**src/rtl/core/tcw_pkg.sv**
```systemverilog
// shared constants, codes and types of the text console writer
package tcw_pkg;

  localparam int COLUMNS  = 80;
  localparam int ROWS     = 25;
  localparam int TAB_LOG2 = 3;
  localparam int TAB_STOP = 1 << TAB_LOG2;

  localparam int CELLS  = COLUMNS * ROWS;
  localparam int ADDR_W = $clog2(CELLS);
  localparam int CNT_W  = $clog2(CELLS + 1);
  localparam int COL_W  = $clog2(COLUMNS);
  localparam int ROW_W  = $clog2(ROWS);

  localparam int IN_COL_W  = 7;
  localparam int IN_ROW_W  = 5;
  localparam int OUT_COL_W = 7;
  localparam int OUT_ROW_W = 5;

  localparam logic [1:0] OP_PUT   = 2'd0;
  localparam logic [1:0] OP_SET   = 2'd1;
  localparam logic [1:0] OP_CLEAR = 2'd2;
  localparam logic [1:0] OP_READ  = 2'd3;

  localparam logic [7:0] MARK_CHAR    = 8'h5F;
  localparam logic [7:0] MARK_ATTR    = 8'h00;
  localparam logic [7:0] BLANK_CHAR   = 8'h20;
  localparam logic [7:0] NEWLINE_CODE = 8'd10;
  localparam logic [7:0] TAB_CODE     = 8'd9;
  localparam logic [7:0] ATTR_RESET   = 8'd10;

  localparam logic [2:0] CUR_HOLD    = 3'd0;
  localparam logic [2:0] CUR_STEP    = 3'd1;
  localparam logic [2:0] CUR_NEWLINE = 3'd2;
  localparam logic [2:0] CUR_TAB     = 3'd3;
  localparam logic [2:0] CUR_SET     = 3'd4;

  typedef struct packed {
    logic [7:0] ch;
    logic [7:0] attr;
  } cell_t;

  typedef struct packed {
    logic [2:0]       op;
    logic [COL_W-1:0] col;
    logic [ROW_W-1:0] row;
  } cur_cmd_t;

  typedef struct packed {
    logic [COL_W-1:0]  col;
    logic [ROW_W-1:0]  row;
    logic [ADDR_W-1:0] addr;
    logic              ovf;
  } cur_stat_t;

  typedef struct packed {
    logic              we;
    logic [ADDR_W-1:0] waddr;
    cell_t             wdata;
    logic              re;
    logic [ADDR_W-1:0] raddr;
  } ram_req_t;

  // last member sits in the lowest bits
  typedef struct packed {
    logic                 scrolled;
    logic [7:0]           cell_attr;
    logic [7:0]           cell_char;
    logic [OUT_ROW_W-1:0] cursor_row;
    logic [OUT_COL_W-1:0] cursor_col;
  } res_t;

endpackage

```
**src/rtl/core/tcw_cursor.sv**
```systemverilog
// print position register with advance, wrap and overflow arithmetic
module tcw_cursor (
  input  logic                clk,
  input  logic                rst_n,
  input  tcw_pkg::cur_cmd_t   cmd,
  output tcw_pkg::cur_stat_t  stat
);

  localparam int SUM_W = tcw_pkg::COL_W + 2;
  localparam int RSUM_W = tcw_pkg::ROW_W + 1;

  logic [tcw_pkg::COL_W-1:0]  col_r, col_nxt;
  logic [tcw_pkg::ROW_W-1:0]  row_r, row_nxt;
  logic [tcw_pkg::ADDR_W-1:0] offset;
  logic [tcw_pkg::TAB_LOG2:0] tab_adv;
  logic [SUM_W-1:0]           sum;
  logic [tcw_pkg::COL_W-1:0]  col_wrap;
  logic [1:0]                 row_inc;
  logic [RSUM_W-1:0]          row_sum;
  logic                       moving;
  logic                       ovf;

  always_comb begin
    offset  = tcw_pkg::ADDR_W'(int'(row_r) * tcw_pkg::COLUMNS + int'(col_r));
    tab_adv = (tcw_pkg::TAB_LOG2 + 1)'(tcw_pkg::TAB_STOP)
            - {1'b0, offset[tcw_pkg::TAB_LOG2-1:0]};
    if (cmd.op == tcw_pkg::CUR_TAB) begin
      sum = {2'b00, col_r} + SUM_W'(tab_adv);
    end else begin
      sum = {2'b00, col_r} + SUM_W'(1);
    end
    if (cmd.op == tcw_pkg::CUR_NEWLINE) begin
      col_wrap = '0;
      row_inc  = 2'd1;
    end else if (sum >= SUM_W'(2 * tcw_pkg::COLUMNS)) begin
      col_wrap = tcw_pkg::COL_W'(sum - SUM_W'(2 * tcw_pkg::COLUMNS));
      row_inc  = 2'd2;
    end else if (sum >= SUM_W'(tcw_pkg::COLUMNS)) begin
      col_wrap = tcw_pkg::COL_W'(sum - SUM_W'(tcw_pkg::COLUMNS));
      row_inc  = 2'd1;
    end else begin
      col_wrap = tcw_pkg::COL_W'(sum);
      row_inc  = 2'd0;
    end
    row_sum = {1'b0, row_r} + RSUM_W'(row_inc);
    moving  = (cmd.op == tcw_pkg::CUR_STEP) || (cmd.op == tcw_pkg::CUR_TAB)
           || (cmd.op == tcw_pkg::CUR_NEWLINE);
    ovf     = moving && (row_sum >= RSUM_W'(tcw_pkg::ROWS));

    col_nxt = col_r;
    row_nxt = row_r;
    case (cmd.op)
      tcw_pkg::CUR_STEP, tcw_pkg::CUR_TAB, tcw_pkg::CUR_NEWLINE: begin
        if (ovf) begin
          // scroll leaves the cursor at the start of the last row
          col_nxt = '0;
          row_nxt = tcw_pkg::ROW_W'(tcw_pkg::ROWS - 1);
        end else begin
          col_nxt = col_wrap;
          row_nxt = tcw_pkg::ROW_W'(row_sum);
        end
      end
      tcw_pkg::CUR_SET: begin
        col_nxt = cmd.col;
        row_nxt = cmd.row;
      end
      default: begin
        col_nxt = col_r;
        row_nxt = row_r;
      end
    endcase
  end

  always_ff @(posedge clk) begin
    if (!rst_n) begin
      col_r <= '0;
      row_r <= '0;
    end else begin
      col_r <= col_nxt;
      row_r <= row_nxt;
    end
  end

  assign stat.col  = col_r;
  assign stat.row  = row_r;
  assign stat.addr = offset;
  assign stat.ovf  = ovf;

endmodule

```
**config.mk**
```make
export PLATFORM = sky130hd
export DESIGN_NAME = tcw_cursor
export DESIGN_NICKNAME = d
export VERILOG_FILES = /design/src/rtl/core/tcw_pkg.sv /design/src/rtl/core/tcw_cursor.sv
export SDC_FILE = /design/constraint.sdc
export NUM_CORES = 1
export LEC_CHECK = 0
export BUFFER_PORTS_ARGS = -buffer_cell sky130_fd_sc_hd__buf_2
export CORE_MARGIN = 3
export CORE_UTILIZATION = 45
export CTS_CLUSTER_DIAMETER = 30
export DETAILED_ROUTE_END_ITERATION = 8
export PLACE_DENSITY = 0.69
export SETUP_SLACK_MARGIN = 0.4
export SYNTH_ARGS = -nofsm -noshare
export SYNTH_HDL_FRONTEND = slang
export SYNTH_SLANG_ARGS = --single-unit
```
**constraint.sdc**
```tcl
create_clock -name clk -period 8.17 [get_ports clk]
set_clock_uncertainty 0.15 [all_clocks]
set_input_delay 0.817 -clock clk [delete_from_list [all_inputs] [get_ports clk]]
set_output_delay 0.817 -clock clk [all_outputs]
set_load 0.01 [all_outputs]
```
==> results of run 1 <==
layout by cell type (no fill, tap or decap), types with 4 or more instances in the layout:
master,instances
nor2_1,8
nor2b_1,7
o21ai_0,14
a222oi_1,6
ha_1,15
nor3_1,10
xnor2_1,7
inv_1,11
dfxtp_1,12
nor3b_1,4
xor2_1,9
buf_2,40
nand3_1,6
a21o_1,8
a21oi_1,14
nand2_1,13
nor4_1,6
o21a_1,4
sequential cells by signal, indices dropped and copies added, names as in the netlist:
name   count
row_r      5
col_r      7
per-stage QoR:
stage | area [sq um] | hold slack [ns] | cells | power [uW]
after floorplan | 1650 | 0.430 | 214 | 111
after global placement | 1810 | 0.467 | 281 | 129
after detailed placement | 1810 | 0.467 | 281 | 129
after CTS | 1850 | 0.482 | 284 | 185
after global routing | 1850 | 0.508 | 284 | 194
final | 1850 | 0.471 | 284 | 183
worst min path at each step:
stage	endpoint	start	cells past startpoint	slack, ns
after floorplan	row_r[4]$_SDFFE_PN0P_	row_r[4]$_SDFFE_PN0P_	2	0.43
after global placement	row_r[4]$_SDFFE_PN0P_	row_r[4]$_SDFFE_PN0P_	2	0.47
after detailed placement	col_r[3]$_SDFFE_PN0P_	col_r[3]$_SDFFE_PN0P_	2	0.47
after CTS	col_r[3]$_SDFFE_PN0P_	col_r[3]$_SDFFE_PN0P_	2	0.48
after global routing	row_r[3]$_SDFFE_PN0P_	row_r[3]$_SDFFE_PN0P_	1	0.51
final	col_r[3]$_SDFFE_PN0P_	col_r[3]$_SDFFE_PN0P_	2	0.47
worst max-delay path, cell delays in order:
cell      delay, ns
buf_2          0.17
nand3b_2       0.36
nor4_1         0.24
ha_1           0.37
o21ai_0        0.54
a21oi_1        0.17
xnor2_1        0.19
ha_1           0.23
nand2b_1       0.06
a21oi_1        0.04
a32oi_1        0.18
nand3_1        0.16
or3_1          0.34
a311o_1        0.32
ha_1           0.22
fa_1           0.46
and2_1         0.19
a221oi_1       0.34
a21oi_1        0.19
nor3_1         0.19
buf_2          0.16
logic make-up after synthesis:
family	synth area share, %
simple gates	22.4
flops	14.5
fa+ha+maj	15.0
buf+inv	8.55
mux	2.20
xor+xnor	8.48
compound gates	28.8
metal layers:
layer | track usage [%] | part of all wire [%] | up-vias
met2 | 29.8 | 48 | 56
li1 | - | - | 844
met1 | 26.6 | 46 | 739
met4 | 5.08 | 1.0 | 0
met5 | 0 | 0 | -
met3 | 2.70 | 5.5 | 8
cell type report:
cell class                 instances  share of cell area (%)
multi-input combinational        172                    68.6
sequential                        12                    13.0
timing repair buffer              40                    10.8
tap                               46                    3.11
clock buffer                       3                    2.23
inverter                          11                    2.23
power groups by stage:
stage	combinational (uW)	sequential [uW]	clock, uW
final	59.8	68.0	55.5
after global routing	66.4	69.0	59.0
after CTS	60.0	68.1	57.1
after detailed placement	59.7	69.4	0
after global placement	59.8	69.5	0
after floorplan	44.0	67.4	0
==> results_dict.tcl, run 1 <==
set metrics [dict create \
    status "finished, final reports clean" \
    rows 21 \
    clk_pin_slew_worst_paths_ns 0.06 \
    cts_made_buffers 3 \
    vias 1647 \
    globalplace.congestion 0.864 \
    reg2reg_from "col_r[0]$_SDFFE_PN0P_" \
    drcViolationCount 0 \
    clock_latency_ns 0.24 \
    min_path_type "reg -> reg" \
    fin_util_pct 53.8 \
    clock-sinks 12 \
    dr.first_iter.drc_count 150 \
    critPathKind "in -> out" \
    worst_slack_ns 1.26 \
    fillers 334 \
    die_x_um 66.6 \
    synth_common_cells "ha_1 (15), a21oi_1 (14), o21ai_0 (14), nand2_1 (13), dfxtp_1 (12)" \
    die_h_um 66.6 \
    synthFlopType "dfxtp_1" \
    synth_edf_count 0 \
    seq_power_share_pct 37.1 \
    dp_hpwl_mm 3.09 \
    p_comb_share_pct 32.6 \
    first_pass_iters 5 \
    post-cts-setup-buffer-count 0 \
    initial_core_util_pct 48.0 \
    cts.path.max_buffers 2 \
    grt_remaining_overflow 0 \
    fin_setup_tns_ns 0 \
    worstPathRequired_ns 7.20 \
    path_max_fanout 14 \
    synthMostInstantiatedCell "ha_1" \
    yosysTopAreaCellShare_pct 14.5 \
    finalCriticalPeriod_ns 6.91 \
    drt-vias-per-instance 5.80 \
    synth_area_leaders "dfxtp_1 (15%), ha_1 (11%), xor2_1 (4.8%)" \
    p_int_uw 121 \
    rsz0062_at_grt "false" \
    yosysTopAreaCell "dfxtp_1" \
    area_delta_synth_final_pct 12.0 \
    synthArstFlopShare_pct 0 \
    holdBufCountCts 0 \
    clock-root-buffer "clkbuf_8" \
    cts_resized 0 \
    start_kind "input port" \
    cts_tree "built" \
    ios 41 \
    grt_util_all_layers_pct 18.9 \
    ff_latch_area_sq_um 240 \
    diodes 0 \
    hold_viol 0 \
    period_share_pct 84.6 \
    timing.rr.end "row_r[4]$_SDFFE_PN0P_" \
    nNetsFinal 275 \
    crit_arrival_ns 5.94 \
    power.share.clock_pct 30.3 \
    htree_levels 1 \
    tightest_slew_ns 0.931 \
    port_buffers 40 \
    r2r_slack_ns 2.24 \
    fmax_mhz 145 \
    wl_per_cell_um 14.1 \
    maxSlewHeadroom_pct 37.7 \
    reg2reg_depth 20 \
    peakVddDrop_v 0.0000661 \
    syn_nets 249 \
    yosysWarnings 0 \
    syn_area_sq_um 1650 \
    maxSlewViolCount 0 \
    maxCapViolCount 0 \
    switchingPower_uw 62.5 \
    fp.coreArea_sq_um 3440 \
    routed_wirelength_mm 4.02 \
    multi_input_area_sq_um 1270 \
    drive_gt1_share_pct 20.6 \
    setup_viol 0 \
    grt_pass1_vias 1417 \
    sw_frac_of_total_pct 34.1 \
    pre_cts_slack_ns 1.33 \
    synth.distinct_cells 52 \
    ant_nets 0 \
    p_leak_uw 0.000898 \
    postSynthAreaPerCell_sq_um 7.72 \
    powerDensity_nw_per_um2 99.0 \
    critPathLaunch "cmd[14]" \
    ys_seq_elements 12 \
    cp-end-kind "output pin" \
    die_area_sq_um 4440 \
    grt_pass1_wl_mm 6.66 \
    grt_max_degree 17 \
    endpoint "stat[0]" \
    synth-seq-area-share_pct 14.5 \
    antenna_found_initial 0 \
    netlist_instances 214 \
]
Note: power is estimated with default switching activity, not from simulation.
==> run 2: changes to the inputs <==
Settings changed: ABC_AREA set to 1, PLACE_DENSITY 0.69 to 0.73.
Clock period 8.17 ns to 6.2 ns, I/O delays scaled along.
==> results_dict.tcl, run 2 <==
set metrics [dict create \
    period_share_pct 81.6 \
    tightest_slew_ns 0.632 \
    holdWs_ns 0.376 \
    powerDensity_nw_per_um2 125 \
    hold_viol 0 \
    cp.depth 29 \
    reg2reg_depth 28 \
    critPathKind "in -> out" \
    yosysTopAreaCell "nand2_1" \
    setup_viol 0 \
    multi_input_area_sq_um 1050 \
    dp_hpwl_mm 2.85 \
    reg.largest.list "col_r (7), row_r (5)" \
    drive_gt1_share_pct 24.2 \
    maxSlewViolCount 0 \
    synthArstFlopShare_pct 0 \
    clock-sinks 12 \
    htree_levels 1 \
    crit_top_cell "nand2_1" \
    grt_pass1_vias 1442 \
    wl_per_cell_um 11.0 \
    layout_commonest_cell "nand2_1" \
    synth.distinct_cells 27 \
    synth_edf_count 0 \
    clock_latency_ns 0.27 \
    cp-end-kind "output pin" \
    maxSlewHeadroom_pct 57.7 \
    synthFlopType "dfxtp_1" \
    grt_util_all_layers_pct 18.2 \
    synthMostInstantiatedCell "nand2_1" \
    regMostFlops "col_r" \
    grt_max_degree 12 \
    yosysWarnings 0 \
    clock-root-buffer "clkbuf_4" \
    cts_made_buffers 3 \
    rsz0062_at_grt "false" \
    netlist_instances 228 \
    holdBufCountCts 0 \
    rows 20 \
    die_x_um 63.2 \
    diodes 0 \
    min_path_type "reg -> reg" \
    slowest_stage "fa_1" \
    worstPathRequired_ns 5.43 \
    die_area_sq_um 3990 \
    finalCriticalPeriod_ns 5.06 \
    largest_register_ffs 7 \
    cp_slowest_stage_delay_ns 0.41 \
    port_buffers 40 \
    cts_resized 0 \
    grt_remaining_overflow 0 \
    peakVddDrop_v 0.000107 \
    final_cell_mix "nand2_1 (67), buf_2 (40), inv_1 (34)" \
    ff_latch_area_sq_um 240 \
    initial_core_util_pct 47.8 \
    synth_area_leaders "nand2_1 (17%), dfxtp_1 (16%), ha_1 (13%)" \
    cts_tree "built" \
    drt-vias-per-instance 4.80 \
    dr.first_iter.drc_count 63 \
    fmax_mhz 198 \
    synth-seq-area-share_pct 16.3 \
    cp_num_buf_inv 5 \
    status "finished, final reports clean" \
    path_max_fanout 7 \
    post-cts-setup-buffer-count 0 \
    ant_nets 0 \
    first_pass_iters 4 \
    nNetsFinal 302 \
    fp.coreArea_sq_um 3080 \
    maxCapViolCount 0 \
    p_leak_uw 0.000962 \
    drcViolationCount 0 \
    crit_arrival_ns 4.29 \
    clk_pin_slew_worst_paths_ns 0.07 \
    grt_pass1_wl_mm 6.08 \
    postSynthAreaPerCell_sq_um 6.45 \
    syn_area_sq_um 1470 \
    start_kind "input port" \
    cts.path.max_buffers 2 \
    routed_wirelength_mm 3.39 \
    ios 41 \
    hold_depth 2 \
    area_delta_synth_final_pct 16.3 \
    ys_seq_elements 12 \
    globalplace.congestion 0.875 \
    syn_nets 263 \
    antenna_found_initial 0 \
    synth_common_cells "nand2_1 (67), inv_1 (34), ha_1 (15), nand3_1 (14), nor2_1 (14)" \
    die_h_um 63.2 \
    fin_setup_tns_ns 0 \
    vias 1483 \
    critPathTopFamily "simple AND/OR/NAND/NOR gates" \
    fillers 327 \
    yosysTopAreaCellShare_pct 17.1 \
]
==> run 2: cell families after synthesis <==
group	count (synthesis)	share of synthesized area (%)
AOI/OAI and AO/OA	24	9.87
buffers and inverters	43	12.3
xor gates and xnor gates	10	5.96
and+or+nand+nor	121	38.7
DFF	12	16.3
adders and majority gates	18	16.9
==> run 2: path summary, 6_finish.rpt <==
| kind | start | endpoint | slack, ns |
|---|---|---|---|
| setup / recovery | cmd[12] | stat[0] | 1.14 |
| hold / removal | col_r[3]$_SDFFE_PN0P_ | col_r[3]$_SDFFE_PN0P_ | 0.38 |
| setup reg to reg | col_r[0]$_SDFFE_PN0P_ | col_r[2]$_SDFFE_PN0P_ | 1.80 |
| hold reg to reg | col_r[3]$_SDFFE_PN0P_ | col_r[3]$_SDFFE_PN0P_ | 0.38 |
==> run 2: report_power, final <==
| part | switching (uW) | internal (uW) |
|---|---|---|
| Clock | 25.2 | 22.5 |
| Combinational | 45.7 | 30.5 |
| Sequential | 8.02 | 81.5 |
| Total | 78.9 | 134 |
==> run 2: area by class of cell <==
type,count,share of cell area (%)
Sequential cell,12,14.0
Multi-Input combinational cell,173,61.4
Tap cell,44,3.22
Clock buffer,3,1.32
Inverter,36,7.90
Timing Repair Buffer,41,12.1
==> run 2: per-layer routing <==
layer | up-vias | share of wire, % | global-route usage [%]
met3 | 0 | 4.4 | 4.10
met5 | - | 0 | 0
met1 | 651 | 52 | 24.6
met4 | 0 | 0 | 0.551
li1 | 802 | - | -
met2 | 30 | 44 | 30.8
==> run 2: tightest hold or removal path, cell delays in order, from the launching register on <==
cell	delay (ns)
dfxtp_1	0.34
nand2_1	0.07
a31oi_1	0.07
==> run 2: through the flow <==
step	power, uW	area (sq um)	cells	setup WS [ns]	utilization [%]
floorplan	142	1470	228	1.70	-
global placement	167	1690	306	1.25	54.8
detailed placement	168	1690	306	1.15	54.8
CTS	217	1710	309	1.13	55.6
global route	231	1710	309	0.688	55.6
finish	213	1710	309	1.14	55.6
